===== src/hw/rtl/http_request_head_tokenizer_macros.svh =====
// Assertion macros for the HTTP request head tokenizer.
// Used by hrht_classifier; no other dependencies.
`ifndef HTTP_REQUEST_HEAD_TOKENIZER_MACROS_SVH
`define HTTP_REQUEST_HEAD_TOKENIZER_MACROS_SVH
`ifndef SYNTHESIS
`define HRHT_ASSERT(lbl, clk, rstn, prop) \
  lbl: assert property (@(posedge clk) disable iff (!rstn) (prop)) \
    else $error("hrht assertion failed");
`define HRHT_ASSERT_ALWAYS(lbl, clk, prop) \
  lbl: assert property (@(posedge clk) (prop)) \
    else $error("hrht assertion failed");
`else
`define HRHT_ASSERT(lbl, clk, rstn, prop)
`define HRHT_ASSERT_ALWAYS(lbl, clk, prop)
`endif
`endif


===== src/hw/rtl/hrht_pkg.sv =====
// Shared types and constants for the HTTP request head tokenizer.
// No dependencies.
package hrht_pkg;

  localparam int unsigned PosBits = 12;
  localparam logic [PosBits-1:0] PosMax = {PosBits{1'b1}};
  localparam logic [7:0] CountMax = 8'hFF;

  localparam logic [7:0] ChSpace = 8'h20;
  localparam logic [7:0] ChColon = 8'h3A;
  localparam logic [7:0] ChCr    = 8'h0D;
  localparam logic [7:0] ChLf    = 8'h0A;

  typedef enum logic [2:0] {
    TcDelim   = 3'd0,
    TcMethod  = 3'd1,
    TcPath    = 3'd2,
    TcVersion = 3'd3,
    TcKey     = 3'd4,
    TcValue   = 3'd5
  } token_class_e;

  typedef enum logic [1:0] {
    StBusy  = 2'd0,
    StDone  = 2'd1,
    StError = 2'd2
  } status_e;

  typedef struct packed {
    logic [7:0]         out_byte;
    token_class_e       token_class;
    logic               field_start;
    logic [PosBits-1:0] char_position;
    logic [7:0]         header_number;
    status_e            status;
  } result_t;

endpackage


===== src/hw/rtl/hrht_classifier.sv =====
// Parse state machine and result register of the tokenizer.
// Depends on hrht_pkg and the tokenizer assertion macros.
`include "http_request_head_tokenizer_macros.svh"
module hrht_classifier import hrht_pkg::*; (
  input  logic       clk_i,
  input  logic       rst_ni,
  input  logic       ld_i,
  input  logic [7:0] byte_i,
  output result_t    res_o
);

  typedef enum logic [3:0] {
    PsMethod    = 4'd0,
    PsPath      = 4'd1,
    PsVersion   = 4'd2,
    PsReqLf     = 4'd3,
    PsLineStart = 4'd4,
    PsKey       = 4'd5,
    PsValueSkip = 4'd6,
    PsValue     = 4'd7,
    PsValueLf   = 4'd8,
    PsEndLf     = 4'd9
  } parse_state_e;

  parse_state_e       state_q, state_d, next_st;
  logic [PosBits-1:0] pos_q, pos_d;
  logic [7:0]         hdr_q, hdr_d;
  result_t            res_q, res_d;
  token_class_e       cls;
  status_e            st;
  logic               token;
  logic               hdr_inc;

  always_comb begin
    cls     = TcDelim;
    st      = StBusy;
    next_st = state_q;
    token   = 1'b0;
    hdr_inc = 1'b0;
    unique case (state_q)
      PsMethod: begin
        if (byte_i == ChSpace) next_st = PsPath;
        else begin cls = TcMethod; token = 1'b1; end
      end
      PsPath: begin
        if (byte_i == ChSpace) next_st = PsVersion;
        else begin cls = TcPath; token = 1'b1; end
      end
      PsVersion: begin
        if (byte_i == ChCr) next_st = PsReqLf;
        else begin cls = TcVersion; token = 1'b1; end
      end
      PsReqLf, PsValueLf: begin
        if (byte_i == ChLf) begin
          hdr_inc = (state_q == PsValueLf);
          next_st = PsLineStart;
        end else begin
          st = StError;
        end
      end
      PsLineStart: begin
        if (byte_i == ChCr) next_st = PsEndLf;
        else if (byte_i == ChLf) st = StError;
        else if (byte_i == ChColon) next_st = PsValueSkip;
        else begin cls = TcKey; token = 1'b1; next_st = PsKey; end
      end
      PsKey: begin
        if (byte_i == ChColon) next_st = PsValueSkip;
        else if (byte_i == ChCr || byte_i == ChLf) st = StError;
        else begin cls = TcKey; token = 1'b1; end
      end
      PsValueSkip: begin
        if (byte_i == ChSpace) next_st = PsValueSkip;
        else if (byte_i == ChCr) next_st = PsValueLf;
        else begin cls = TcValue; token = 1'b1; next_st = PsValue; end
      end
      PsValue: begin
        if (byte_i == ChCr) next_st = PsValueLf;
        else begin cls = TcValue; token = 1'b1; end
      end
      PsEndLf: begin
        st = (byte_i == ChLf) ? StDone : StError;
      end
      default: st = StError;
    endcase

    res_d.out_byte      = byte_i;
    res_d.token_class   = cls;
    res_d.field_start   = token && (pos_q == '0);
    res_d.char_position = token ? pos_q : '0;
    res_d.header_number = hdr_q;
    res_d.status        = st;

    if (!token) pos_d = '0;
    else if (pos_q < PosMax) pos_d = pos_q + 1'b1;
    else pos_d = pos_q;

    hdr_d = (hdr_inc && hdr_q < CountMax) ? hdr_q + 8'd1 : hdr_q;

    // restart after completion or error
    state_d = next_st;
    if (st != StBusy) begin
      state_d = PsMethod;
      pos_d   = '0;
      hdr_d   = '0;
    end
  end

  always_ff @(posedge clk_i or negedge rst_ni) begin
    if (!rst_ni) begin
      state_q <= PsMethod;
      pos_q   <= '0;
      hdr_q   <= '0;
      res_q   <= '0;
    end else if (ld_i) begin
      state_q <= state_d;
      pos_q   <= pos_d;
      hdr_q   <= hdr_d;
      res_q   <= res_d;
    end
  end

  assign res_o = res_q;

  `HRHT_ASSERT(a_restart_clears, clk_i, rst_ni,
    (ld_i && res_d.status != StBusy) |=> (state_q == PsMethod && hdr_q == 8'd0 && pos_q == '0))
  `HRHT_ASSERT(a_delim_zero_pos, clk_i, rst_ni,
    (ld_i && res_d.token_class == TcDelim) |=>
      (res_q.char_position == '0 && !res_q.field_start && pos_q == '0))
  `HRHT_ASSERT(a_hdr_monotonic, clk_i, rst_ni,
    (ld_i && res_d.status == StBusy) |=> (hdr_q >= $past(hdr_q)))

endmodule


===== src/hw/rtl/http_request_head_tokenizer.sv =====
// HTTP request head tokenizer: an input register, the hrht_classifier
// state machine with its result register, and the stream handshake.
// Depends on hrht_pkg and hrht_classifier.
//
// Classifies one byte per clock unless m_axis_tready holds back the result; each byte passes through
// the input register and then the result register, and is checked and the parse state updated in the
// cycle it moves from the input register into the result register; s_axis_tready follows m_axis_tready
// combinationally when both registers are full. After a complete head or an error the parser restarts
// on the next byte.
module http_request_head_tokenizer import hrht_pkg::*; (
  input  logic        clk_i,
  input  logic        rst_ni,
  input  logic        s_axis_tvalid,
  output logic        s_axis_tready,
  input  logic [7:0]  s_axis_tdata,  // [7:0] data_byte
  output logic        m_axis_tvalid,
  input  logic        m_axis_tready,
  // [7:0] out_byte, [10:8] token_class, [11] field_start, [23:12] char_position,
  // [31:24] header_number, [33:32] status, [39:34] zero
  output logic [39:0] m_axis_tdata
);

  logic       in_valid_q;
  logic [7:0] in_byte_q;
  logic       out_valid_q;
  logic       advance;
  result_t    res;

  assign advance       = in_valid_q && (!out_valid_q || m_axis_tready);
  assign s_axis_tready = !in_valid_q || advance;

  always_ff @(posedge clk_i or negedge rst_ni) begin
    if (!rst_ni) begin
      in_valid_q  <= 1'b0;
      out_valid_q <= 1'b0;
    end else begin
      if (s_axis_tready) in_valid_q <= s_axis_tvalid;
      if (advance) out_valid_q <= 1'b1;
      else if (m_axis_tready) out_valid_q <= 1'b0;
    end
  end

  always_ff @(posedge clk_i) begin
    if (s_axis_tvalid && s_axis_tready) in_byte_q <= s_axis_tdata;
  end

  hrht_classifier u_classifier (
    .clk_i  (clk_i),
    .rst_ni (rst_ni),
    .ld_i   (advance),
    .byte_i (in_byte_q),
    .res_o  (res)
  );

  assign m_axis_tvalid = out_valid_q;
  assign m_axis_tdata  = {6'b0, res.status, res.header_number, res.char_position,
                          res.field_start, res.token_class, res.out_byte};

endmodule


===== config.mk =====
export PLATFORM = sky130hd
export DESIGN_NAME = http_request_head_tokenizer
export DESIGN_NICKNAME = d
export VERILOG_FILES = /design/src/hw/rtl/hrht_pkg.sv /design/src/hw/rtl/hrht_classifier.sv /design/src/hw/rtl/http_request_head_tokenizer.sv
export VERILOG_INCLUDE_DIRS = /design/src /design/src/hw/rtl
export SDC_FILE = /design/constraint.sdc
export NUM_CORES = 1
export LEC_CHECK = 0
export ABC_AREA = 0
export BUFFER_PORTS_ARGS = -buffer_cell sky130_fd_sc_hd__buf_4
export CAP_MARGIN = 30
export CORE_MARGIN = 10
export CORE_UTILIZATION = 36
export DETAILED_ROUTE_END_ITERATION = 12
export GPL_ROUTABILITY_DRIVEN = 1
export GPL_TIMING_DRIVEN = 0
export HOLD_SLACK_MARGIN = 0.12
export MAX_ROUTING_LAYER = met4
export SETUP_SLACK_MARGIN = 0.4
export SYNTH_ARGS = -nofsm -noshare
export SYNTH_HDL_FRONTEND = slang
export SYNTH_SLANG_ARGS = --single-unit

===== constraint.sdc =====
create_clock -name clk_i -period 4.3 [get_ports clk_i]
set_input_delay 0.215 -clock clk_i [delete_from_list [all_inputs] [get_ports clk_i]]
set_output_delay 0.215 -clock clk_i [all_outputs]
set_load 0.05 [all_outputs]

==> metrics.txt <==
Tot Pwr 2.24 mW; clock sink count 68; Root Driver clkbuf_8; gpl congestion 0.922; placed inst area 4020 um^2; fraction of registers with async set or reset after synthesis 0.882; Synth Instances 371; post-synthesis instance area 3490 um^2; Crit Path Max Fanout 10; main flop type after synthesis dfrtp_1; Reg clk slew, reported paths 0.08 ns; min cycle time layout 2.85 ns; outcome finished clean; Setup Viol. Count Final 0; Core Box Area 9330 um^2; synth cell count leaders nand2_1, dfrtp_1, o21ai_1; routed vias 2956; area leader, netlist dfrtp_1; startpoint types register; P&R area growth vs syn 24.5%; RSZ-0062 raised after global routing no; Mapped Avg Cell Area 9.40 um^2; Layout Cells excl Fill 578; Rel. slew slack 0.424; overall routing resource usage 0.134; Worst R2R Setup Slack 1.45 ns; Die W 118 um; area share of the largest cell type after synthesis 0.431; filler instances 918; synthesis warning total 0; clk_skew 0.00876 ns; initial antenna violation count 0; largest net degree at the start of global routing 61; leakage 1.97 nW; Final Cycle Share 0.662; register area share after synthesis 0.499; Max H-tree Level 3; crit path capture type register; first-pass GRT wire length 15300 um; DIE AREA 14000 um^2; setup ws final 1.45 ns; Longest Clk Path Bufs 2; Ports 54; postcts setup bufs 0; drt total wl 8940 um; worst skew pair latency 0.35 ns; Num CTS Buffers 9; Port Buffers 47; fin util 0.466; Least-Margin Pin Slew 0.856 ns; Starting Density 0.374; number of hold violations in the final report 0; CTS tree built; Hold Crit Class in -> reg; nets@finish 459; Synth area leaders dfrtp_1, nand2_1, edfxtp_1; n_diodes 0; starting DRC count in detailed routing 194; remaining antenna violation count after routing 0; # rows 35; Worst EP arrival 3.06 ns; PD cells 517 nW/um^2; count leader, synth nand2_1; Finished Cell Area 4340 um^2; Post-synth EDFFs 8; post-CTS sizing 0; TNS Setup 0 ns; #FFs+latches synth 68; max-slew violations 0; number of global-route vias before repair 2990; CP Class reg -> reg; layout cell share with drive strength beyond 1 0.203; Hold Slack 0.173 ns; max-cap viol count 0; DP Wirelength 6290 um; CP required 4.51 ns; Distinct cells, synth 69; vias per cell 5.11; FMAX 351 MHz; DRC Markers 0; Max IR drop VDD 0.000194 V; TritonRoute pass-1 iters 4; Congestion Overflow GR 0; placed cell count 552; Die H 118 um; Setup Slack @ Placement 1.55 ns; DR WL/cell 15.5 um
## report_power, final
group	total, mW	internal [mW]	leakage (nW)	switching (mW)
registers	0.809	0.737	0.879	0.0724
logic	0.836	0.271	0.985	0.564
clock network	0.599	0.330	0.106	0.269
## worst max-delay path, stage by stage, from the launching register on
cell and delay, ns:
edfxtp_1 0.48, nor4_2 0.80, nand2_1 0.29, o2111ai_1 0.26, and3_1 0.30, buf_2 0.24
buf_2 0.25, o31ai_1 0.09
## kinds of logic (layout without fill, tap and decap cells)
group,after synthesis,count (layout),synth area share
AO/OA/AOI/OAI,74,74,0.155
XOR/XNOR,3,3,0.00754
adder cells (fa/ha/maj),3,3,0.0108
buffers and inverters,35,108,0.0492
flip-flops,68,68,0.499
multiplexers,6,6,0.0176
other,1,6,0.00108
AND/OR/NAND/NOR,181,181,0.260
## worst paths after layout
check,startpoint,end,depth (start not counted)
max,in_byte_q[5]$_DFFE_PP_,u_classifier.res_o[14]$_DFFE_PN0P_,7
min,m_axis_tready,in_valid_q$_DFFE_PN0N_,3
max reg2reg,in_byte_q[5]$_DFFE_PP_,u_classifier.res_o[14]$_DFFE_PN0P_,7
min reg2reg,u_classifier.res_o[1]$_DFFE_PN0P_,u_classifier.res_o[1]$_DFFE_PN0P_,2
max in group asynchronous,rst_ni,u_classifier.res_o[7]$_DFFE_PN0P_,2
min in group asynchronous,rst_ni,u_classifier.res_o[29]$_DFFE_PN0P_,2
## sequential cells by signal, summed over array words and instances (netlist names)
name	cells
u_classifier.res_o	34
u_classifier.pos_q	12
in_byte_q	8
u_classifier.hdr_q	8
u_classifier.state_q	4
in_valid_q	1
m_axis_tvalid	1
## routing by layer
layer  GRT usage  wire length, um  vias up
met5           -                0        -
met4      0.0466              152        0
met3      0.0343              356       11
met2       0.197             4110       64
met1       0.175             4330     1422
li1            -                -     1459
## area by class of cell
type / count / area (um^2) / share of cell area
clock inverters: 7 / 98.8 / 0.0228
plain buffers: 27 / 141 / 0.0326
well taps: 129 / 161 / 0.0372
flip-flops and latches: 68 / 1740 / 0.401
inverters: 8 / 30.0 / 0.00691
repair buffers: 57 / 453 / 0.104
clock buffers: 9 / 124 / 0.0285
multi-input cells: 273 / 1590 / 0.367
## timing repair
action	in CTS	in global routing
endpoints found under the setup margin	0	0
hold buffers	10	0
endpoints found under the hold margin	69	0
## cells in the final DEF, fill, tap and decap left out, types with 7 or more instances in the layout
cell type	count
o21ai_0	7
dfrtp_1	60
nand4_1	8
buf_4	54
clkbuf_8	9
a21oi_1	8
nor2_1	12
o21ai_1	15
nand3_1	7
edfxtp_1	8
clkbuf_1	10
inv_1	8
dlygate4sd3_1	10
nand2_1	101
Note: power is estimated with default switching activity, not from simulation.
